--- config.mk ---
export PLATFORM = sky130hd
export DESIGN_NAME = path_expression_tokenizer
export DESIGN_NICKNAME = d
export VERILOG_FILES = /design/src/rtl/core/pet_pkg.sv /design/src/rtl/core/pet_front.sv /design/src/rtl/core/pet_queue.sv /design/src/rtl/core/pet_back.sv /design/src/rtl/core/path_expression_tokenizer.sv
export SDC_FILE = /design/constraint.sdc
export NUM_CORES = 1
export LEC_CHECK = 0
export ABC_AREA = 1
export BUFFER_PORTS_ARGS = -buffer_cell sky130_fd_sc_hd__buf_2
export CORE_UTILIZATION = 29
export DETAILED_ROUTE_END_ITERATION = 7
export PLACE_DENSITY = 0.54
export SLEW_MARGIN = 5
export SYNTH_ARGS = -nofsm -noshare
export SYNTH_HDL_FRONTEND = slang
export SYNTH_HIERARCHICAL = 1
export SYNTH_SLANG_ARGS = --single-unit
--- constraint.sdc ---
create_clock -name clk -period 12.6 [get_ports clk]
set_clock_uncertainty 0.05 [all_clocks]
set_input_delay 1.89 -clock clk [delete_from_list [all_inputs] [get_ports clk]]
set_output_delay 1.89 -clock clk [all_outputs]
set_load 0.03 [all_outputs]
--- src/rtl/core/pet_pkg.sv ---
package pet_pkg;

	// Result kinds
	localparam logic [1:0] K_CHAR     = 2'd0;
	localparam logic [1:0] K_NAME_END = 2'd1;
	localparam logic [1:0] K_INDEX    = 2'd2;
	localparam logic [1:0] K_END      = 2'd3;

	// Path end status codes
	localparam logic [2:0] ST_OK        = 3'd0;
	localparam logic [2:0] ST_EMPTY     = 3'd1;
	localparam logic [2:0] ST_BACKSLASH = 3'd2;
	localparam logic [2:0] ST_DOLLAR    = 3'd3;
	localparam logic [2:0] ST_DELIM     = 3'd4;
	localparam logic [2:0] ST_BRACKET   = 3'd5;
	localparam logic [2:0] ST_INDEX     = 3'd6;
	localparam logic [2:0] ST_COMPONENT = 3'd7;

	// Syntax bytes
	localparam logic [7:0] CH_DOLLAR   = 8'h24;
	localparam logic [7:0] CH_DOT      = 8'h2E;
	localparam logic [7:0] CH_LBRACKET = 8'h5B;
	localparam logic [7:0] CH_RBRACKET = 8'h5D;
	localparam logic [7:0] CH_BSLASH   = 8'h5C;
	localparam logic [7:0] CH_MINUS    = 8'h2D;
	localparam logic [7:0] CH_ZERO     = 8'h30;
	localparam logic [7:0] CH_NINE     = 8'h39;

	// Index magnitude limits
	localparam logic [31:0] INDEX_POS_MAX = 32'h7FFF_FFFF;
	localparam logic [31:0] INDEX_NEG_MAG = 32'h8000_0000;

	// Mask bits of a bundle, in emission order
	localparam int unsigned B_STEP = 0;
	localparam int unsigned B_FIN  = 1;
	localparam int unsigned B_END  = 2;

	typedef enum logic [2:0] {
		PH_START,
		PH_DOLLAR,
		PH_NAME,
		PH_INDEX,
		PH_AFTER_INDEX
	} phase_t;

	// Up to three results caused by one input item:
	// step result, closing name end, path end.
	typedef struct packed {
		logic [2:0]  mask;
		logic [1:0]  step_kind;
		logic [31:0] data;
		logic [2:0]  status;
	} pet_bundle_t;

endpackage

--- src/rtl/core/pet_front.sv ---
module pet_front (
	input  logic               clk,
	input  logic               arst_n,
	input  logic               cfg_we,
	input  logic               cfg_wdata,
	input  logic               take,
	input  logic [7:0]         path_byte,
	input  logic               last_byte,
	input  logic               empty_path,
	output logic               bundle_valid,
	output pet_pkg::pet_bundle_t bundle
);
	import pet_pkg::*;

	logic        at_start_q;
	phase_t      phase_q, phase_d;
	logic        esc_q, esc_d;
	logic        ne_q, ne_d;
	logic [31:0] mag_q, mag_d;
	logic        neg_q, neg_d;
	logic        dig_q, dig_d;
	logic        ovf_q, ovf_d;
	logic [2:0]  err_q, err_d;

	logic        step_vld, fin, endv, idx_ok, is_digit;
	logic [1:0]  step_kind;
	logic [31:0] data;
	logic [2:0]  st;
	logic [34:0] mag_next;

	assign is_digit = (path_byte >= CH_ZERO) && (path_byte <= CH_NINE);
	// times ten plus digit, as shift and add
	assign mag_next = {mag_q, 3'b000} + {2'b00, mag_q, 1'b0} + {31'd0, path_byte[3:0]};
	assign idx_ok = dig_q && !ovf_q &&
		(neg_q ? (mag_q <= INDEX_NEG_MAG) : (mag_q <= INDEX_POS_MAX));

	always_ff @(posedge clk or negedge arst_n) begin
		if (!arst_n) begin
			at_start_q <= 1'b1;
			phase_q    <= PH_START;
			esc_q      <= 1'b0;
			ne_q       <= 1'b0;
			mag_q      <= '0;
			neg_q      <= 1'b0;
			dig_q      <= 1'b0;
			ovf_q      <= 1'b0;
			err_q      <= ST_OK;
		end else begin
			if (cfg_we) at_start_q <= cfg_wdata;
			if (take) begin
				phase_q <= phase_d;
				esc_q   <= esc_d;
				ne_q    <= ne_d;
				mag_q   <= mag_d;
				neg_q   <= neg_d;
				dig_q   <= dig_d;
				ovf_q   <= ovf_d;
				err_q   <= err_d;
			end
		end
	end

	always_comb begin
		phase_d   = phase_q;
		esc_d     = esc_q;
		ne_d      = ne_q;
		mag_d     = mag_q;
		neg_d     = neg_q;
		dig_d     = dig_q;
		ovf_d     = ovf_q;
		err_d     = err_q;
		step_vld  = 1'b0;
		step_kind = K_CHAR;
		data      = '0;
		fin       = 1'b0;
		endv      = 1'b0;
		st        = ST_OK;

		if (empty_path) begin
			endv = 1'b1;
			st   = ST_EMPTY;
		end else begin
			if (err_q == ST_OK) begin
				case (phase_q)
					PH_DOLLAR, PH_AFTER_INDEX: begin
						if (path_byte == CH_DOT) begin
							phase_d = PH_NAME;
							ne_d    = 1'b0;
							esc_d   = 1'b0;
						end else if (path_byte == CH_LBRACKET) begin
							phase_d = PH_INDEX;
							mag_d   = '0;
							neg_d   = 1'b0;
							dig_d   = 1'b0;
							ovf_d   = 1'b0;
						end else begin
							err_d = (phase_q == PH_DOLLAR) ? ST_DELIM : ST_COMPONENT;
						end
					end
					PH_NAME: begin
						if (esc_q) begin
							esc_d    = 1'b0;
							ne_d     = 1'b1;
							step_vld = 1'b1;
							data     = {24'd0, path_byte};
						end else if (path_byte == CH_BSLASH) begin
							esc_d = 1'b1;
						end else if (path_byte == CH_DOT || path_byte == CH_LBRACKET) begin
							if (ne_q) begin
								step_vld  = 1'b1;
								step_kind = K_NAME_END;
							end
							if (path_byte == CH_DOT) begin
								phase_d = PH_NAME;
								ne_d    = 1'b0;
								esc_d   = 1'b0;
							end else begin
								phase_d = PH_INDEX;
								mag_d   = '0;
								neg_d   = 1'b0;
								dig_d   = 1'b0;
								ovf_d   = 1'b0;
							end
						end else begin
							ne_d     = 1'b1;
							step_vld = 1'b1;
							data     = {24'd0, path_byte};
						end
					end
					PH_INDEX: begin
						if (path_byte == CH_RBRACKET) begin
							if (idx_ok) begin
								step_vld  = 1'b1;
								step_kind = K_INDEX;
								data      = neg_q ? (32'd0 - mag_q) : mag_q;
								phase_d   = PH_AFTER_INDEX;
							end else begin
								err_d = ST_INDEX;
							end
						end else if (path_byte == CH_MINUS && !neg_q && !dig_q && !ovf_q) begin
							neg_d = 1'b1;
						end else if (is_digit) begin
							if (!ovf_q) begin
								if (mag_next > {3'b000, INDEX_NEG_MAG}) ovf_d = 1'b1;
								else mag_d = mag_next[31:0];
							end
							dig_d = 1'b1;
						end else begin
							ovf_d = 1'b1;
						end
					end
					default: begin
						// start of path
						if (path_byte == CH_DOLLAR) begin
							if (at_start_q) phase_d = PH_DOLLAR;
							else err_d = ST_DOLLAR;
						end else if (path_byte == CH_LBRACKET) begin
							phase_d = PH_INDEX;
							mag_d   = '0;
							neg_d   = 1'b0;
							dig_d   = 1'b0;
							ovf_d   = 1'b0;
						end else begin
							phase_d = PH_NAME;
							ne_d    = 1'b0;
							esc_d   = 1'b0;
							if (path_byte == CH_BSLASH) begin
								esc_d = 1'b1;
							end else if (path_byte != CH_DOT) begin
								ne_d     = 1'b1;
								step_vld = 1'b1;
								data     = {24'd0, path_byte};
							end
						end
					end
				endcase
			end
			if (last_byte) begin
				endv = 1'b1;
				if (path_byte == CH_BSLASH) st = ST_BACKSLASH;
				else if (err_d != ST_OK) st = err_d;
				else if (phase_d == PH_INDEX) st = ST_BRACKET;
				else st = ST_OK;
				fin = (st == ST_OK) && (phase_d == PH_NAME) && ne_d;
			end
		end

		// path ends: drop all path state
		if (endv) begin
			phase_d = PH_START;
			esc_d   = 1'b0;
			ne_d    = 1'b0;
			mag_d   = '0;
			neg_d   = 1'b0;
			dig_d   = 1'b0;
			ovf_d   = 1'b0;
			err_d   = ST_OK;
		end
	end

	assign bundle.mask      = {endv, fin, step_vld};
	assign bundle.step_kind = step_kind;
	assign bundle.data      = data;
	assign bundle.status    = st;
	assign bundle_valid     = take && (step_vld || fin || endv);

endmodule

--- src/rtl/core/pet_queue.sv ---
module pet_queue #(
	parameter int unsigned DEPTH = 4
) (
	input  logic                 clk,
	input  logic                 arst_n,
	input  logic                 wr_en,
	input  pet_pkg::pet_bundle_t wr_data,
	output logic                 full,
	input  logic                 rd_en,
	output pet_pkg::pet_bundle_t rd_data,
	output logic                 not_empty
);
	import pet_pkg::*;

	localparam int unsigned PW = (DEPTH > 1) ? $clog2(DEPTH) : 1;
	localparam int unsigned CW = $clog2(DEPTH + 1);
	localparam logic [PW-1:0] LAST_PTR = PW'(DEPTH - 1);
	localparam logic [CW-1:0] FULL_CNT = CW'(DEPTH);

	pet_bundle_t   slots_q [DEPTH];
	logic [PW-1:0] wr_ptr_q, rd_ptr_q;
	logic [CW-1:0] cnt_q;
	logic          do_wr, do_rd;

	assign full      = (cnt_q == FULL_CNT);
	assign not_empty = (cnt_q != '0);
	assign do_wr     = wr_en && !full;
	assign do_rd     = rd_en && not_empty;
	assign rd_data   = slots_q[rd_ptr_q];

	always_ff @(posedge clk) begin
		if (do_wr) slots_q[wr_ptr_q] <= wr_data;
	end

	always_ff @(posedge clk or negedge arst_n) begin
		if (!arst_n) begin
			wr_ptr_q <= '0;
			rd_ptr_q <= '0;
			cnt_q    <= '0;
		end else begin
			if (do_wr) wr_ptr_q <= (wr_ptr_q == LAST_PTR) ? '0 : wr_ptr_q + 1'b1;
			if (do_rd) rd_ptr_q <= (rd_ptr_q == LAST_PTR) ? '0 : rd_ptr_q + 1'b1;
			if (do_wr && !do_rd) cnt_q <= cnt_q + 1'b1;
			else if (do_rd && !do_wr) cnt_q <= cnt_q - 1'b1;
		end
	end

endmodule

--- src/rtl/core/pet_back.sv ---
module pet_back (
	input  logic                 clk,
	input  logic                 arst_n,
	input  logic                 head_valid,
	input  pet_pkg::pet_bundle_t head,
	output logic                 head_pop,
	output logic                 empty,
	input  logic                 pop,
	output logic [1:0]           kind,
	output logic [7:0]           name_char,
	output logic signed [31:0]   index_value,
	output logic [2:0]           status,
	output logic                 end_of_run
);
	import pet_pkg::*;

	logic [2:0]  done_q;
	logic [2:0]  rem, sel;
	logic        last_of, load, out_valid_q;
	logic [1:0]  kind_d;
	logic [7:0]  char_d;
	logic [31:0] idx_d;
	logic [2:0]  st_d;

	assign rem     = head.mask & ~done_q;
	assign sel     = rem & (~rem + 3'd1);
	assign last_of = ((rem & ~sel) == 3'd0);
	assign load    = head_valid && (!out_valid_q || pop);
	assign head_pop = load && last_of;
	assign empty   = !out_valid_q;

	always_comb begin
		kind_d = K_END;
		char_d = '0;
		idx_d  = '0;
		st_d   = ST_OK;
		if (sel[B_STEP]) begin
			kind_d = head.step_kind;
			if (head.step_kind == K_CHAR) char_d = head.data[7:0];
			if (head.step_kind == K_INDEX) idx_d = head.data;
		end else if (sel[B_FIN]) begin
			kind_d = K_NAME_END;
		end else begin
			st_d = head.status;
		end
	end

	always_ff @(posedge clk or negedge arst_n) begin
		if (!arst_n) begin
			done_q      <= '0;
			out_valid_q <= 1'b0;
		end else begin
			if (load) begin
				out_valid_q <= 1'b1;
				done_q      <= last_of ? 3'd0 : (done_q | sel);
			end else if (pop) begin
				out_valid_q <= 1'b0;
			end
		end
	end

	always_ff @(posedge clk) begin
		if (load) begin
			kind        <= kind_d;
			name_char   <= char_d;
			index_value <= idx_d;
			status      <= st_d;
			end_of_run  <= last_of;
		end
	end

endmodule

--- src/rtl/core/path_expression_tokenizer.sv ---
// Path expression tokenizer. Feed a path such as $.a[3].b one byte per item with push/full;
// mark the final byte with last_byte, or send empty_path for a zero-length path. Results come
// out on the pop/empty side in order: each unescaped name byte (kind 0), a name end mark
// (kind 1), each bracketed index as a signed 32-bit value (kind 2), and a path end with its
// status (kind 3); end_of_run flags the last result caused by a given byte. A byte is taken
// every cycle while the result queue (QUEUE_DEPTH entries, each holding all results of one
// byte) has room; each result passes through the queue and then the output register. One
// byte gives zero to three results; the output register hands out one result per cycle
// while pop is held. A path whose bytes average at most one result each streams at one
// byte per cycle. at_start resets to 1; the user writes it through at_start_we and
// at_start_wdata only while the block is idle, which the block does not enforce.
module path_expression_tokenizer #(
	parameter int unsigned QUEUE_DEPTH = 4
) (
	input  logic               clk,
	input  logic               arst_n,
	input  logic               at_start_we,
	input  logic               at_start_wdata,
	input  logic               push,
	output logic               full,
	input  logic [7:0]         path_byte,
	input  logic               last_byte,
	input  logic               empty_path,
	output logic               empty,
	input  logic               pop,
	output logic [1:0]         kind,
	output logic [7:0]         name_char,
	output logic signed [31:0] index_value,
	output logic [2:0]         status,
	output logic               end_of_run
);
	import pet_pkg::*;

	logic        take;
	logic        bundle_valid;
	pet_bundle_t bundle;
	logic        head_valid;
	pet_bundle_t head;
	logic        head_pop;

	// Take a byte whenever the queue can hold its results.
	assign take = push && !full;

	// Front: classify each byte and advance the path state machine.
	pet_front u_front (
		.clk          (clk),
		.arst_n       (arst_n),
		.cfg_we       (at_start_we),
		.cfg_wdata    (at_start_wdata),
		.take         (take),
		.path_byte    (path_byte),
		.last_byte    (last_byte),
		.empty_path   (empty_path),
		.bundle_valid (bundle_valid),
		.bundle       (bundle)
	);

	// Queue: hold result bundles so either side can stall alone.
	pet_queue #(
		.DEPTH (QUEUE_DEPTH)
	) u_queue (
		.clk       (clk),
		.arst_n    (arst_n),
		.wr_en     (bundle_valid),
		.wr_data   (bundle),
		.full      (full),
		.rd_en     (head_pop),
		.rd_data   (head),
		.not_empty (head_valid)
	);

	// Back: split each bundle into single results behind an output register.
	pet_back u_back (
		.clk         (clk),
		.arst_n      (arst_n),
		.head_valid  (head_valid),
		.head        (head),
		.head_pop    (head_pop),
		.empty       (empty),
		.pop         (pop),
		.kind        (kind),
		.name_char   (name_char),
		.index_value (index_value),
		.status      (status),
		.end_of_run  (end_of_run)
	);

endmodule

======== Yosys cells after proc, flatten, opt, wreduce, memory -nomap -nowiden ========
Memory sizes are Yosys's and may differ from the RTL's.
Cells that the tools add are included.
cells by class
  reduce and logical (&&, ||, !) cells .... 46
  $add $sub $neg .......................... 8
  equality and inequality tests ........... 34
  div/mod/pow operators ................... 0
  bitwise logic cells ..................... 7
  multiply operators ...................... 0
  muxes and demuxes ....................... 157
  shift-type cells ........................ 0
  magnitude comparators ................... 5
operators by type and width
  kind                     number
  $mux W32                 25
  $pmux W32 S3             2
  $mux W3                  33
  $mux W1                  74
  $add A35 B33 Y35         1
  $add A35 B4 Y35          1
  $gt A35 B32 Y1 const B   1
  $le A32 B31 Y1 const B   1
  $le A32 B32 Y1 const B   1
  $sub A1 B32 Y32 const A  1
  $eq A8 B6 Y1 const B     3
  $eq A8 B7 Y1 const B     3
  $mux W2                  12
  $reduce_and A11 Y1       2
  $ne A3 B2 Y1 const B     6
  $pmux W1 S3              6
  $pmux W3 S3              2
  $logic_and A1 B1 Y1      16
  $mux W8                  2
  $reduce_and A14 Y1       1
  $eq A3 B2 Y1 const B     4
  $ne A3 B1 Y1 const B     4
  $reduce_and A12 Y1       1
  $and A3 B3 Y3            3
  other kinds (25)         52
storage, ports and cells
  memories ................................ 1
  flip-flop bits (word level) ............. 101
  latch bits .............................. 0
  logic and storage cells ................. 277
  bits in read-only memories .............. 0
  output and inout port bits .............. 48
  memory bits (writable) .................. 160
  input bits .............................. 16
memory list
  memory           depth  width  rd ports  clocked after memory_dff  write ports  RTL line         text
  u_queue.slots_q  4      40     1         0                         1            pet_queue.sv:20  pet_bundle_t slots_q [DEPTH];

======== Depth between registers and ports, before layout ========
Gate-level depths: netlist (run 1).
  word-level depth ........................ 27
  depth in mapped cells ................... 25
  gate-level depth less buffers ........... 24

======== By module ========
The synthesis (run 1) kept the hierarchy.
modules (own cells, without submodules)
  module                     area each (µm²)  sequential area each (µm²)  instances  cells an instance
  pet_queue                  7099.3           4979.8                      1          527
  pet_front                  6626.4           1102.3                      1          1135
  pet_back                   1994.4           1481.4                      1          169
  path_expression_tokenizer  10.0             0.0                         1          2

======== Least setup slack after synthesis (run 1) ========
OpenSTA, ideal clock, no wires.
  path kind ............................... input-to-reg
  from .................................... in path_byte[3]
  to ...................................... mem u_queue/slots_q[0][0] in the netlist's numbering (enable)
  stages .................................. 11
  slack ................................... 7164 ps
  data required time ...................... 12113 ps
  buffers on the path ..................... 0
  data arrival time ....................... 4949 ps
  setup time .............................. 437 ps
  cell sequence ........................... nand2_1 -> inv_1 -> nand3_1 -> nand2_1 -> a21oi_1 -> nor2_1 -> a31oi_1 -> nand2_1 -> a21oi_1 -> nand2_1 -> nor2_1
between the ends
  word-level cells in the longest chain between the ends .. 25
  elaborated cells between the ends (all ways) .. 65
  those cells by class .................... eq/ne: 8; mux: 48; reduce/logical: 9
RTL lines
  element                                        RTL line                            text
  from (decl)                                    path_expression_tokenizer.sv:21     input logic [7:0] path_byte,
  $eq A8 B6 Y1 or $eq A8 B7 Y1 (tied branches)   n/a
  $mux W1 or $logic_or A1 B1 Y1 (tied branches)  pet_front.sv:113, pet_front.sv:108
  $mux W3                                        pet_front.sv:108                    end else if (path_byte == CH_DOT || path_byte == CH_LBRACKET) begin
  $mux W3                                        pet_front.sv:106                    end else if (path_byte == CH_BSLASH) begin
  $mux W3                                        pet_front.sv:101                    if (esc_q) begin
  $pmux W3 S3                                    pet_front.sv:84                     case (phase_q)
  $mux W3                                        pet_front.sv:83                     if (err_q == ST_OK) begin
  $mux W3                                        pet_front.sv:79                     if (empty_path) begin
  [... 9 more ...]                               n/a
  $mux W1                                        pet_front.sv:178                    if (last_byte) begin
  $mux W1                                        pet_front.sv:79
  $logic_or A1 B1 Y1 (*) (2 in series)           pet_front.sv:205                    assign bundle_valid = take && (step_vld || fin || endv);
  $logic_and A1 B1 Y1 (*)                        pet_front.sv:205
  via bundle_valid                               path_expression_tokenizer.sv:35     logic bundle_valid;
  $logic_and A1 B1 Y1 (*)                        pet_queue.sv:27                     assign do_wr = wr_en && !full;
  $mux W1 (*)                                    pet_queue.sv:32                     if (do_wr) slots_q[wr_ptr_q] <= wr_data;
  $mux W1 (not written as such) (*)              pet_queue.sv:32
  to (decl)                                      pet_queue.sv:20
Mark *: on every way through the listed nets, which the timed path passes. The rest lies on a longest branch. The select of a mux whose other input is x is not followed.

======== Worst setup path in the final report (run 1) ========
  from .................................... in path_byte[3]
  to ...................................... reg u_front.mag_q[27]
between the ends
  word-level cells in the longest chain between the ends .. 10
  elaborated cells between the ends (all ways) .. 37
  those cells by class .................... add/sub: 1; order compare: 3; eq/ne: 15; mux: 12; reduce/logical: 6
RTL lines
  element                                                                   RTL line         text
  parallel branches: the longest is 10 deep, another holds $add A35 B4 Y35  n/a
  to (signal assigned)                                                      pet_front.sv:54  mag_q <= mag_d;
  to (decl)                                                                 pet_front.sv:19  logic [31:0] mag_q, mag_d;
Parallel ways; which one is timed is not known. The select of a mux whose other input is x is not followed.
A chain may end at the register's enable or synchronous reset.

==> reports/qor.tcl, run 1 <==
set qor(status) {finished clean}
set qor(finalHoldViolCount) 0
set qor(io-pin-count) 64
set qor(rsz_0062_raised_after_global_routing) {no}
set qor(first_global_vias) 11700
set qor(crit_fanout) 33
set qor(worst_r2r_path_depth) 21
set qor(drive_above_1_share) 0.117
set qor(first_iter_violations) 747
set qor(irDropWorstVdd_mv) 0.0866
set qor(worst_skew_pair.late_latency_ns) 0.54
set qor(drcViolationCount) 0
set qor(power_density_normalized_to_cell_area_nw_per_um2) 177
set qor(cts_buffers) 26
set qor(detailedPlacementHpwl_um) 27700
set qor(global_route.usage.total) 0.139
set qor(unique_masters_post_synth) 53
set qor(synth_enable_flop_cells) 206
set qor(cts_repair_resize_count) 0
set qor(time_the_worst_path_needs_with_i_o_delays_and_setup_ns) 5.19
set qor(design.core.area_um2) 53100
set qor(clk_pin_slew_ns) 0.06
set qor(port_buffers) 63
set qor(height_of_the_chip_um) 235
set qor(netlist_top_cells_area) {sky130_fd_sc_hd__edfxtp_1 39%, sky130_fd_sc_hd__nand2_1 11%, sky130_fd_sc_hd__dfrtp_1 8.6%, sky130_fd_sc_hd__inv_1 7.1%, sky130_fd_sc_hd__ha_1 5.6%}
set qor(synth-warning-count) 6
set qor(synth-main-ff-cell) {sky130_fd_sc_hd__edfxtp_1}
set qor(routed_wl_um) 38300
set qor(leakage_nw) 8.04
set qor(synth_top_family_by_area) {simple AND/OR/NAND/NOR gates}
set qor(worstPathArrival_ns) 5.56
set qor(synth-async-reset-ratio) 0.211
set qor(synthesis.nets) 1922
set qor(grt_pass1_wl_um) 62700
set qor(n_antenna_cell) 0
set qor(die_width_um) 235
set qor(cp_slowest_cell) {sky130_fd_sc_hd__fa_1}
set qor(synth_top_cell_by_area) {sky130_fd_sc_hd__edfxtp_1}
set qor(core.rowCount) 84
set qor(floorplan.initialDensity) 0.296
set qor(transition_time_at_the_pin_with_the_least_slew_margin_ns) 0.819
set qor(clock.fmax_mhz) 193
set qor(report.final.slew_viol_count) 0
set qor(timing_worst_setup_path_type) {input port to flip-flop}
set qor(finalCritPeriodShare) 0.412
set qor(synth_simple_gate_area_share) 0.237
set qor(hp-class) {flip-flop to flip-flop}
set qor(postRouteAntennaNets) 0
set qor(syn_avg_cell_area_um2) 8.58
set qor(avgViaCountPerCell) 4.64
set qor(post_cts_hold_buffer_count) 0
set qor(timing.critical_path.required_ns) 12.97
set qor(path_delay_family) {simple AND/OR/NAND/NOR gates}
set qor(place.gp.congestion) 0.865
set qor(worstPathBufferInverterCount) 3
set qor(detailroute.via_count) 12000
set qor(reg2reg_from) {u_front/mag_q[0]$_DFFE_PN0P_}
set qor(cts_sinks) 261
set qor(fin_worst_hold_slack_ns) 0.450
set qor(critical-path-top-cell-by-count) {sky130_fd_sc_hd__nand2_1}
set qor(crit_path_end_kind) {flip-flop}
set qor(ys_top_cells_by_count) {469 x sky130_fd_sc_hd__nand2_1, 299 x sky130_fd_sc_hd__inv_1, 206 x sky130_fd_sc_hd__edfxtp_1}
set qor(post_synth_mux_area_share) 0.00135
set qor(crit-reg2reg-capture) {u_queue/cnt_q[2]$_DFFE_PN0P_}
set qor(mappedNetlistArea_um2) 15700
set qor(postSynthCellCount) 1833
set qor(synth.ff_latch_count) 261
set qor(tns_ns) 0
set qor(post_synth_xor_area_fraction) 0.0161
set qor(clock_tree.buffer_depth) 3
set qor(post_cts.repair.setup_buffers) 0
set qor(min-delay-start) {u_back/done_q[2]$_DFFE_PN0P_}
set qor(detailedRoute.firstPassIterationCount) 5
set qor(cts_tree) {built}
set qor(syn2layout_area_growth_pct) 11.1
set qor(compound_gate_portion_of_the_synthesized_area) 0.106
set qor(clockRootBuffer) {sky130_fd_sc_hd__clkbuf_16}
set qor(min_delay_worst_endpoint) {u_back/done_q[2]$_DFFE_PN0P_}
set qor(maxCapViolations) 0
set qor(number_of_setup_violations_in_the_final_report) 0
set qor(hold_path_depth) 2
set qor(sequential_fraction_of_the_synthesis_area) 0.481
set qor(cp_cell_sequence) {buf_2, inv_1, fa_1, fa_1, inv_1, nand2_1, nand2_1, nand3_1, nand2_1, nand2_1, nand2_1, nand2_1, nand2_1, nand2_1, nand3_1, nand2_1, nor2_1, nand3_1, nand2_2, nand3_4, nand2_1, nand2_1}
set qor(antenna_violations_before_repair) 0
set qor(die_area_um2) 55200
set qor(synth.most_common_cell) {sky130_fd_sc_hd__nand2_1}
set qor(synth-adder-area-share) 0.0595
set qor(netlist.area_leader.share) 0.393
set qor(post_drt_wl_per_cell_um) 14.8
set qor(overflow) 0
set qor(maximum_number_of_pins_on_one_net_before_global_route_repair) 70
set qor(critPathMaxStageDelay_ns) 0.53
set qor(crit_path_start) {path_byte[3]}
set qor(regToRegSetupSlack_ns) 7.98
set qor(htree_levels) 1
set qor(final_net_count) 1969
set qor(setup.worst_path.start_class) {input port}
set qor(total_power_mw) 3.10
set qor(slew-limit-headroom) 0.454
-- worst reg2reg max path: stages, from the launching register on --
cell and delay [ns]:
sky130_fd_sc_hd__dfrtp_1 0.44, sky130_fd_sc_hd__inv_1 0.15, sky130_fd_sc_hd__ha_1 0.19, sky130_fd_sc_hd__inv_1 0.06, sky130_fd_sc_hd__nor3_1 0.22, sky130_fd_sc_hd__nand2_1 0.20
sky130_fd_sc_hd__nor2_1 0.14, sky130_fd_sc_hd__nand2_1 0.06, sky130_fd_sc_hd__o21ai_1 0.40, sky130_fd_sc_hd__nand4_1 0.43, sky130_fd_sc_hd__a31oi_1 0.26, sky130_fd_sc_hd__nand2_1 0.10
sky130_fd_sc_hd__a21oi_1 0.30, sky130_fd_sc_hd__nand2_1 0.36, sky130_fd_sc_hd__inv_1 0.19, sky130_fd_sc_hd__ha_1 0.18, sky130_fd_sc_hd__inv_1 0.07, sky130_fd_sc_hd__fa_1 0.43
sky130_fd_sc_hd__nand2_1 0.11, sky130_fd_sc_hd__nand3_1 0.08, sky130_fd_sc_hd__nand2_1 0.06, sky130_fd_sc_hd__nand2_1 0.04
-- final cells by class --
| class | instances | area, um2 |
|---|---|---|
| clock buffer | 32 | 694 |
| clock inverter | 16 | 124 |
| fill | 5477 | 35600 |
| inverter | 312 | 1170 |
| multi-input combinational | 1203 | 6640 |
| sequential | 261 | 7570 |
| tap | 688 | 861 |
| timing repair buffer | 76 | 413 |
-- power breakdown --
group	internal, mW	switching, mW	leakage [nW]
logic	0.303	0.793	4.94
clock network	0.430	0.319	0.395
registers	1.18	0.0741	2.71
-- through the flow --
step                setup slack, ns  instance area [um2]  std cells   util
floorplan                      7.16                15700       1833      -
global placement               6.98                16700       2540  0.314
detailed placement             6.88                16700       2540  0.314
CTS                            7.44                17500       2588  0.329
global route                   7.03                17500       2588  0.329
finish                         7.41                17500       2588  0.329
-- cell usage in the layout (no fill, tap or decap), types with 8 or more instances in the layout --
cell type                   instances
sky130_fd_sc_hd__a21oi_1           66
sky130_fd_sc_hd__buf_2             63
sky130_fd_sc_hd__buf_4             13
sky130_fd_sc_hd__clkbuf_16         27
sky130_fd_sc_hd__clkinv_1          12
sky130_fd_sc_hd__dfrtp_1           53
sky130_fd_sc_hd__edfxtp_1         206
sky130_fd_sc_hd__ha_1              70
sky130_fd_sc_hd__inv_1            299
sky130_fd_sc_hd__inv_2             11
sky130_fd_sc_hd__nand2_1          469
sky130_fd_sc_hd__nand2_2           33
sky130_fd_sc_hd__nand3_1           67
sky130_fd_sc_hd__nand3b_1           9
sky130_fd_sc_hd__nand4_1           50
sky130_fd_sc_hd__nor2_1           189
sky130_fd_sc_hd__nor2_2             8
sky130_fd_sc_hd__nor2_4             8
sky130_fd_sc_hd__nor3_1            25
sky130_fd_sc_hd__o211ai_1          42
sky130_fd_sc_hd__o211ai_2          40
sky130_fd_sc_hd__o21ai_0           40
sky130_fd_sc_hd__xor2_1            25
-- sequential cells by signal, summed over array words and instances (netlist names), 2 cells and up --
name	flops
u_queue/cnt_q	3
u_queue/slots_q	160
u_queue/wr_ptr_q	2
u_front/phase_q	3
u_queue/rd_ptr_q	2
u_back/status	3
u_back/done_q	3
u_front/mag_q	32
u_back/name_char	8
u_back/index_value	32
u_front/err_q	3
u_back/kind	2
-- cells by family (layout without fill, tap and decap cells) --
kind of cell               after synthesis  after routing
AOI/OAI and AO/OA                      231            231
xor gates and xnor gates                29             29
adders and majority gates               73             73
buffers and inverters                  369            436
DFF                                    261            261
muxes                                    2              2
and+or+nand+nor                        868            868
-- per-layer routing --
layer  wire length [um]  track usage  share of wire
met1              18400        0.188           0.48
met2              17900        0.235           0.47
met3               1280       0.0136          0.033
met4                677       0.0379          0.018
met5                  0            0              0
-- how the worst max path moves through the flow --
stage	end	cells after the start	slack, ns
after floorplan	u_queue/slots_q[0][0]$_DFFE_PP_	11	7.16
after global placement	u_front/mag_q[1]$_DFFE_PN0P_	20	6.98
after detailed placement	u_front/mag_q[27]$_DFFE_PN0P_	23	6.88
after CTS	u_front/mag_q[27]$_DFFE_PN0P_	23	7.44
after global routing	u_front/mag_q[11]$_DFFE_PN0P_	22	7.03
final	u_front/mag_q[27]$_DFFE_PN0P_	22	7.41
Note: power is estimated with default switching activity, not from simulation.
==> run 2, diff against run 1 <==
PLACE_DENSITY = 0.55   (was 0.54)
clock period = 4.3 ns   (was 12.6 ns; I/O delays follow)
==> run 2 against run 1 <==
Against the previous run: register-to-register slack got worse by 7.4 ns; non-clock buffer count rose by 16; largest cell class unchanged; largest power group unchanged; worst setup slack got worse by 6.8 ns; via count rose by 0.12%; utilization rose by 0.29 points; first-iteration DRC count fell by 11%; cell count rose by 0.58%; clock power rose to 2.9 times the previous value; global-route usage fell by 0.23 points.
==> reports/qor.tcl, run 2 (synthesis results as in run 1) <==
set qor(gr-max-usage-layer) {met2}
set qor(final_net_count) 1985
set qor(cts_repair_resize_count) 0
set qor(clk_pin_slew_ns) 0.06
set qor(status) {finished clean}
set qor(overflow) 0
set qor(met2_usage) 0.232
set qor(time_the_worst_path_needs_with_i_o_delays_and_setup_ns) 3.71
set qor(count_of_filler_cells_inserted_in_the_layout) 5414
set qor(maximum_number_of_pins_on_one_net_before_global_route_repair) 62
set qor(regToRegSetupSlack_ns) 0.59
set qor(cts_sinks) 261
set qor(finalHoldViolCount) 0
set qor(leakage_nw) 8.13
set qor(tns_ns) 0
set qor(transition_time_at_the_pin_with_the_least_slew_margin_ns) 0.743
set qor(irDropWorstVdd_mv) 0.290
set qor(clock.fmax_mhz) 269
set qor(timing.critical_path.required_ns) 4.67
set qor(place.gp.congestion) 0.881
set qor(finalCritPeriodShare) 0.864
set qor(routed_wl_um) 37600
set qor(hp-class) {input port to asynchronous set/reset pin}
set qor(core.rowCount) 84
set qor(die_width_um) 235
set qor(setup.worst_path.start_class) {flip-flop}
set qor(drcViolationCount) 0
set qor(detailroute.via_count) 12000
set qor(clockRootBuffer) {sky130_fd_sc_hd__clkbuf_16}
set qor(crit_path_end_kind) {flip-flop}
set qor(post_route_utilization) 0.332
set qor(first_iter_violations) 665
set qor(postRouteAntennaNets) 0
set qor(crit_fanout) 33
set qor(top_register) {u_queue/slots_q}
set qor(design.core.area_um2) 53100
set qor(number_of_setup_violations_in_the_final_report) 0
set qor(mostFrequentLayoutCell) {sky130_fd_sc_hd__nand2_1}
set qor(post_cts.repair.setup_buffers) 0
set qor(cts_buffers) 26
set qor(maxCapViolations) 0
set qor(htree_levels) 1
set qor(io-pin-count) 64
set qor(avgViaCountPerCell) 4.62
set qor(report.final.slew_viol_count) 0
set qor(drive_above_1_share) 0.128
set qor(globalRouteMet1Util) 0.183
set qor(die_area_um2) 55200
set qor(syn2layout_area_growth_pct) 12.1
set qor(largest_registers) {u_queue/slots_q (160), u_back/index_value (32), u_front/mag_q (32)}
set qor(global_route.usage.total) 0.136
set qor(final_cell_mix) {469 x sky130_fd_sc_hd__nand2_1, 299 x sky130_fd_sc_hd__inv_1, 206 x sky130_fd_sc_hd__edfxtp_1, 189 x sky130_fd_sc_hd__nor2_1, 70 x sky130_fd_sc_hd__ha_1}
set qor(slew-limit-headroom) 0.504
set qor(floorplan.initialDensity) 0.296
set qor(antenna_violations_before_repair) 0
set qor(largest_register_ff_count) 160
set qor(detailedPlacementHpwl_um) 27800
set qor(grt_pass1_wl_um) 62000
set qor(height_of_the_chip_um) 235
set qor(timing_worst_setup_path_type) {flip-flop to flip-flop}
set qor(port_buffers) 63
set qor(rsz_0062_raised_after_global_routing) {no}
set qor(power_density_normalized_to_cell_area_nw_per_um2) 516
set qor(post_cts_hold_buffer_count) 0
set qor(detailedRoute.firstPassIterationCount) 5
set qor(n_antenna_cell) 0
set qor(cts_tree) {built}
set qor(grtUsageMet3) 0.0126
set qor(worstPathArrival_ns) 4.08
set qor(post_drt_wl_per_cell_um) 14.5
set qor(clock_tree.buffer_depth) 3
set qor(worst_skew_pair.late_latency_ns) 0.55
set qor(first_global_vias) 11800
run 2: changes by cell type in the layout (fill, tap and decap cells not counted), moves of 2 or more:
| cell | before | now |
|---|---|---|
| sky130_fd_sc_hd__bufinv_16 | 2 | 0 |
| sky130_fd_sc_hd__clkinv_1 | 12 | 5 |
| sky130_fd_sc_hd__buf_4 | 13 | 25 |
| sky130_fd_sc_hd__buf_12 | 0 | 4 |
| sky130_fd_sc_hd__clkbuf_8 | 0 | 4 |
| sky130_fd_sc_hd__clkinv_2 | 2 | 4 |
run 2: path summary, 6_finish.rpt:
check,startpoint,to,depth (start not counted)
min in group clk,at_start_wdata,u_front/at_start_q$_DFFE_PN1P_,2
max reg2reg,u_front/mag_q[2]$_DFFE_PN0P_,u_front/mag_q[20]$_DFFE_PN0P_,21
min reg2reg,u_back/done_q[2]$_DFFE_PN0P_,u_back/done_q[2]$_DFFE_PN0P_,2
min,arst_n,u_front/phase_q[2]$_DFFE_PN0P_,2
max in group asynchronous,arst_n,u_queue/rd_ptr_q[0]$_DFFE_PN0P_,2
max,u_front/mag_q[2]$_DFFE_PN0P_,u_front/mag_q[20]$_DFFE_PN0P_,21
run 2: where the power goes:
group	total, mW	leakage [nW]	switching, mW	internal, mW
sequential	3.71	2.71	0.259	3.45
clock	2.14	0.395	0.953	1.19
combinational	3.23	5.02	2.29	0.941
total	9.09	8.13	3.50	5.58
run 2: area by class of cell:
| class | count | area [um2] | share of cell area |
|---|---|---|---|
| flip-flops and latches | 261 | 7570 | 0.429 |
| multi-input cells | 1203 | 6640 | 0.377 |
| inverters | 312 | 1170 | 0.0664 |
| well taps | 688 | 861 | 0.0488 |
| clock buffers | 36 | 732 | 0.0415 |
| repair buffers | 92 | 583 | 0.0331 |
| clock inverters | 11 | 72.6 | 0.00412 |
run 2: stage by stage:
| stage | instances | power [mW] | hold slack, ns | setup WS (ns) | instance area [um2] |
|---|---|---|---|---|---|
| 2_1_floorplan | 1833 | 6.27 | 0.299 | 0.0398 | 15700 |
| 3_3_place_gp | 2556 | 7.01 | 0.424 | 0.346 | 16800 |
| 3_5_place_dp | 2556 | 7.07 | 0.442 | 0.298 | 16800 |
| 4_1_cts | 2603 | 9.23 | 0.201 | 0.555 | 17600 |
| 5_1_grt | 2603 | 9.69 | 0.250 | 0.0999 | 17600 |
| 6_report | 2603 | 9.09 | 0.188 | 0.586 | 17600 |
run 2: layer usage:
metal  wire length (um)  part of all wire  vias to the layer above
met5                  0                 0                        -
met4                823             0.022                        0
met3               1260             0.033                       48
met2              17700              0.47                      212
met1              17900              0.47                     5623
li1                   -                 -                     6151
run 2: worst max-delay path, cell delays in order, from the launching register on:
cell and delay (ns):
sky130_fd_sc_hd__dfrtp_1 0.46, sky130_fd_sc_hd__inv_1 0.14, sky130_fd_sc_hd__fa_1 0.51, sky130_fd_sc_hd__fa_1 0.47, sky130_fd_sc_hd__inv_1 0.11, sky130_fd_sc_hd__nand2_1 0.06
sky130_fd_sc_hd__nand2_1 0.08, sky130_fd_sc_hd__nand3_1 0.09, sky130_fd_sc_hd__nand2_1 0.11, sky130_fd_sc_hd__nand2_1 0.08, sky130_fd_sc_hd__nand2_1 0.14, sky130_fd_sc_hd__nand2_1 0.09
sky130_fd_sc_hd__nand3_1 0.10, sky130_fd_sc_hd__nand2_1 0.06, sky130_fd_sc_hd__nor2_1 0.10, sky130_fd_sc_hd__nand2_1 0.05, sky130_fd_sc_hd__nor2_1 0.12, sky130_fd_sc_hd__nand3_1 0.11
sky130_fd_sc_hd__nand2_2 0.11, sky130_fd_sc_hd__nand3_4 0.30, sky130_fd_sc_hd__nand2_1 0.17, sky130_fd_sc_hd__nand2_1 0.07
==> run 3, diff against run 2 <==
SYNTH_HIERARCHICAL = not set   (was 1)
==> run 3 against run 2 <==
Against the previous run: critical path depth is 3 lower; wire length increased by 12%; flip-flop and latch count did not move; critical path type unchanged; largest cell class unchanged; highest routed layer unchanged.
==> reports/qor.tcl, run 3 <==
set qor(status) {finished clean}
set qor(crit_fanout) 6
set qor(clock.fmax_mhz) 274
set qor(total_power_mw) 9.57
set qor(leakage_nw) 7.89
set qor(clk_pin_slew_ns) 0.06
set qor(detailroute.via_count) 12700
set qor(hp-class) {input port to flip-flop}
set qor(floorplan.initialDensity) 0.296
set qor(height_of_the_chip_um) 234
set qor(hold_path_depth) 2
set qor(time_the_worst_path_needs_with_i_o_delays_and_setup_ns) 3.65
set qor(synth-async-reset-ratio) 0.211
set qor(report.final.slew_viol_count) 0
set qor(cp_slowest_cell) {sky130_fd_sc_hd__dfrtp_1}
set qor(worst_skew_pair.late_latency_ns) 0.55
set qor(reg2reg_from) {u_front.mag_q[0]$_DFFE_PN0P_}
set qor(maxCapViolations) 0
set qor(cp_cell_sequence) {inv_1, ha_1, inv_1, nor3_2, nand2_1, nor2_1, nand2_1, o21ai_2, nand4_2, nand3_1, nand3_1, a21oi_2, ha_1, inv_1, fa_1, a21oi_1, o21ai_0, xor2_1}
set qor(overflow) 0
set qor(first_iter_violations) 846
set qor(antenna_violations_before_repair) 1
set qor(worstPathBufferInverterCount) 3
set qor(global_route.usage.total) 0.153
set qor(placedInstanceArea_um2) 16900
set qor(die_width_um) 234
set qor(synth.ff_latch_count) 261
set qor(cts_tree) {built}
set qor(synth_enable_flop_cells) 206
set qor(regToRegSetupSlack_ns) 0.65
set qor(place.gp.congestion) 0.893
set qor(slew-limit-headroom) 0.432
set qor(finalCritPeriodShare) 0.849
set qor(crit-reg2reg-capture) {u_queue.cnt_q[2]$_DFFE_PN0P_}
set qor(min_delay_worst_endpoint) {u_back.out_valid_q$_DFFE_PN0P_}
set qor(clockRootBuffer) {sky130_fd_sc_hd__clkbuf_16}
set qor(synth-warning-count) 0
set qor(rsz_0062_raised_after_global_routing) {no}
set qor(synth-main-ff-cell) {sky130_fd_sc_hd__edfxtp_1}
set qor(core.rowCount) 84
set qor(wl_met2_um) 20100
set qor(syn_avg_cell_area_um2) 8.27
set qor(port_buffers) 63
set qor(maximum_number_of_pins_on_one_net_before_global_route_repair) 75
set qor(critPathMaxStageDelay_ns) 0.47
set qor(final_net_count) 2048
set qor(drive_above_1_share) 0.120
set qor(largest_registers) {u_queue.slots_q (160), u_back.index_value (32), u_front.mag_q (32)}
set qor(netlist_top_cells_area) {sky130_fd_sc_hd__edfxtp_1 40%, sky130_fd_sc_hd__nand2_1 10%, sky130_fd_sc_hd__dfrtp_1 8.6%, sky130_fd_sc_hd__nor2_1 6.9%, sky130_fd_sc_hd__ha_1 5.6%}
set qor(final_cell_mix) {432 x sky130_fd_sc_hd__nand2_1, 284 x sky130_fd_sc_hd__nor2_1, 227 x sky130_fd_sc_hd__inv_1, 206 x sky130_fd_sc_hd__edfxtp_1, 119 x sky130_fd_sc_hd__nand3_1}
set qor(finish.instance_area_um2) 17800
set qor(postSynthCellCount) 1894
set qor(crit_path_end_kind) {flip-flop}
set qor(htree_levels) 1
set qor(avgViaCountPerCell) 4.76
set qor(placed_cells_incl_taps) 2617
set qor(dp_slack_ns) 0.449
set qor(top_register) {u_queue.slots_q}
set qor(post_drt_wl_per_cell_um) 15.8
set qor(mappedNetlistArea_um2) 15700
set qor(setup.worst_path.start_class) {flip-flop}
set qor(final_cell_count_no_fill) 2668
set qor(power_density_normalized_to_cell_area_nw_per_um2) 538
set qor(post_cts.repair.setup_buffers) 0
set qor(grt_pass1_wl_um) 65800
set qor(first_global_vias) 11900
set qor(synthesis.nets) 1983
set qor(worstPathArrival_ns) 4.01
set qor(routedLengthMet1_um) 19600
set qor(ys_top_cells_by_count) {432 x sky130_fd_sc_hd__nand2_1, 288 x sky130_fd_sc_hd__nor2_1, 228 x sky130_fd_sc_hd__inv_1}
set qor(detailedRoute.firstPassIterationCount) 5
set qor(unique_masters_post_synth) 55
set qor(min-delay-start) {pop}
set qor(timing_worst_setup_path_type) {flip-flop to flip-flop}
set qor(highest-signal-layer) {met4}
set qor(n_antenna_cell) 0
set qor(fin_worst_hold_slack_ns) 0.244
set qor(irDropWorstVdd_mv) 0.404
set qor(design.core.area_um2) 53000
set qor(cts_sinks) 261
set qor(die_area_um2) 54900
set qor(cts_buffers) 27
set qor(post_route_utilization) 0.336
set qor(count_of_filler_cells_inserted_in_the_layout) 5563
set qor(largest_register_ff_count) 160
set qor(path_delay_family) {simple AND/OR/NAND/NOR gates}
set qor(clock_tree.buffer_depth) 3
set qor(detailedPlacementHpwl_um) 31600
set qor(critical-path-top-cell-by-count) {sky130_fd_sc_hd__inv_1}
set qor(drcViolationCount) 0
set qor(number_of_setup_violations_in_the_final_report) 0
set qor(transition_time_at_the_pin_with_the_least_slew_margin_ns) 0.844
set qor(postRouteAntennaNets) 0
set qor(final.setup.worst_slack_ns) 0.649
set qor(dr_wl_met3_um) 1720
set qor(timing.critical_path.required_ns) 4.66
set qor(syn2layout_area_growth_pct) 13.7
set qor(netlist.area_leader.share) 0.395
set qor(mostFrequentLayoutCell) {sky130_fd_sc_hd__nand2_1}
set qor(io-pin-count) 64
set qor(sequential_fraction_of_the_synthesis_area) 0.483
set qor(synth.most_common_cell) {sky130_fd_sc_hd__nand2_1}
set qor(routed_wl_um) 42200
set qor(worst_r2r_path_depth) 18
set qor(synth_top_cell_by_area) {sky130_fd_sc_hd__edfxtp_1}
set qor(tns_ns) 0
set qor(finalHoldViolCount) 0
run 3: cell count changes in the layout (fill, tap and decap cells not counted), moves of 25 or more:
| cell | delta |
|---|---|
| sky130_fd_sc_hd__nand2_1 | -37 |
| sky130_fd_sc_hd__o211ai_1 | -41 |
| sky130_fd_sc_hd__a21oi_1 | +32 |
| sky130_fd_sc_hd__inv_1 | -72 |
| sky130_fd_sc_hd__nand3_1 | +52 |
| sky130_fd_sc_hd__nand3_2 | +31 |
| sky130_fd_sc_hd__o21ai_0 | +54 |
| sky130_fd_sc_hd__nor2_1 | +95 |
| sky130_fd_sc_hd__o211ai_2 | -40 |
| sky130_fd_sc_hd__nand4_1 | -25 |
run 3: worst max path at each step:
| stage | start | to | slack (ns) | cells after the start |
|---|---|---|---|---|
| global placement | path_byte[3] | u_front.mag_q[0]$_DFFE_PN0P_ | 0.55 | 22 |
| floorplan | u_front.mag_q[0]$_DFFE_PN0P_ | u_queue.slots_q[3][0]$_DFFE_PP_ | 0.1 | 14 |
| finish | u_front.mag_q[0]$_DFFE_PN0P_ | u_queue.cnt_q[2]$_DFFE_PN0P_ | 0.65 | 18 |
| detailed placement | path_byte[3] | u_front.mag_q[29]$_DFFE_PN0P_ | 0.45 | 22 |
| global route | u_front.mag_q[0]$_DFFE_PN0P_ | u_queue.cnt_q[2]$_DFFE_PN0P_ | 0.30 | 18 |
| CTS | u_front.mag_q[0]$_DFFE_PN0P_ | u_queue.cnt_q[2]$_DFFE_PN0P_ | 0.64 | 18 |
run 3: cells by family after synthesis:
logic type      count (synthesis)  share of synthesized area
simple gates                  977                      0.275
buf+inv                       307                     0.0776
flops                         261                      0.483
compound gates                252                     0.0911
fa+ha+maj                      73                     0.0598
xor+xnor                       23                     0.0129
mux                             1                   0.000719
run 3: per-layer routing:
metal	vias up	GRT usage
met4	0	0.0345
met3	53	0.0131
met1	5950	0.211
met2	256	0.259
met5	-	0
li1	6428	-
run 3: timing repair:
| action | CTS | global route |
|---|---|---|
| hold buffers | 1 | 0 |
| gates resized for setup | 0 | 0 |
| endpoints found under the hold margin | 16 | 0 |
run 3: worst register-to-register path, stage by stage (launching register included):
cell and delay (ns):
sky130_fd_sc_hd__dfrtp_1 0.47, sky130_fd_sc_hd__inv_1 0.12, sky130_fd_sc_hd__ha_1 0.16, sky130_fd_sc_hd__inv_1 0.06
sky130_fd_sc_hd__nor3_2 0.23, sky130_fd_sc_hd__nand2_1 0.13, sky130_fd_sc_hd__nor2_1 0.19, sky130_fd_sc_hd__nand2_1 0.09
sky130_fd_sc_hd__o21ai_2 0.26, sky130_fd_sc_hd__nand4_2 0.15, sky130_fd_sc_hd__nand3_1 0.12, sky130_fd_sc_hd__nand3_1 0.12
sky130_fd_sc_hd__a21oi_2 0.29, sky130_fd_sc_hd__ha_1 0.20, sky130_fd_sc_hd__inv_1 0.07, sky130_fd_sc_hd__fa_1 0.38
sky130_fd_sc_hd__a21oi_1 0.14, sky130_fd_sc_hd__o21ai_0 0.13, sky130_fd_sc_hd__xor2_1 0.17
run 3: where the power goes:
group          internal (mW)  leakage [nW]  switching [mW]
registers               3.53          2.71           0.208
clock network           1.41         0.444           0.958
logic                  0.936          4.73            2.53
run 3: final cells by class:
type,count,area [um2],share of cell area
sequential,261,7560,0.425
multi-input combinational,1326,6920,0.389
inverter,256,961,0.0540
tap,688,861,0.0484
clock buffer,39,793,0.0446
timing repair buffer,87,573,0.0322
clock inverter,11,126,0.00710
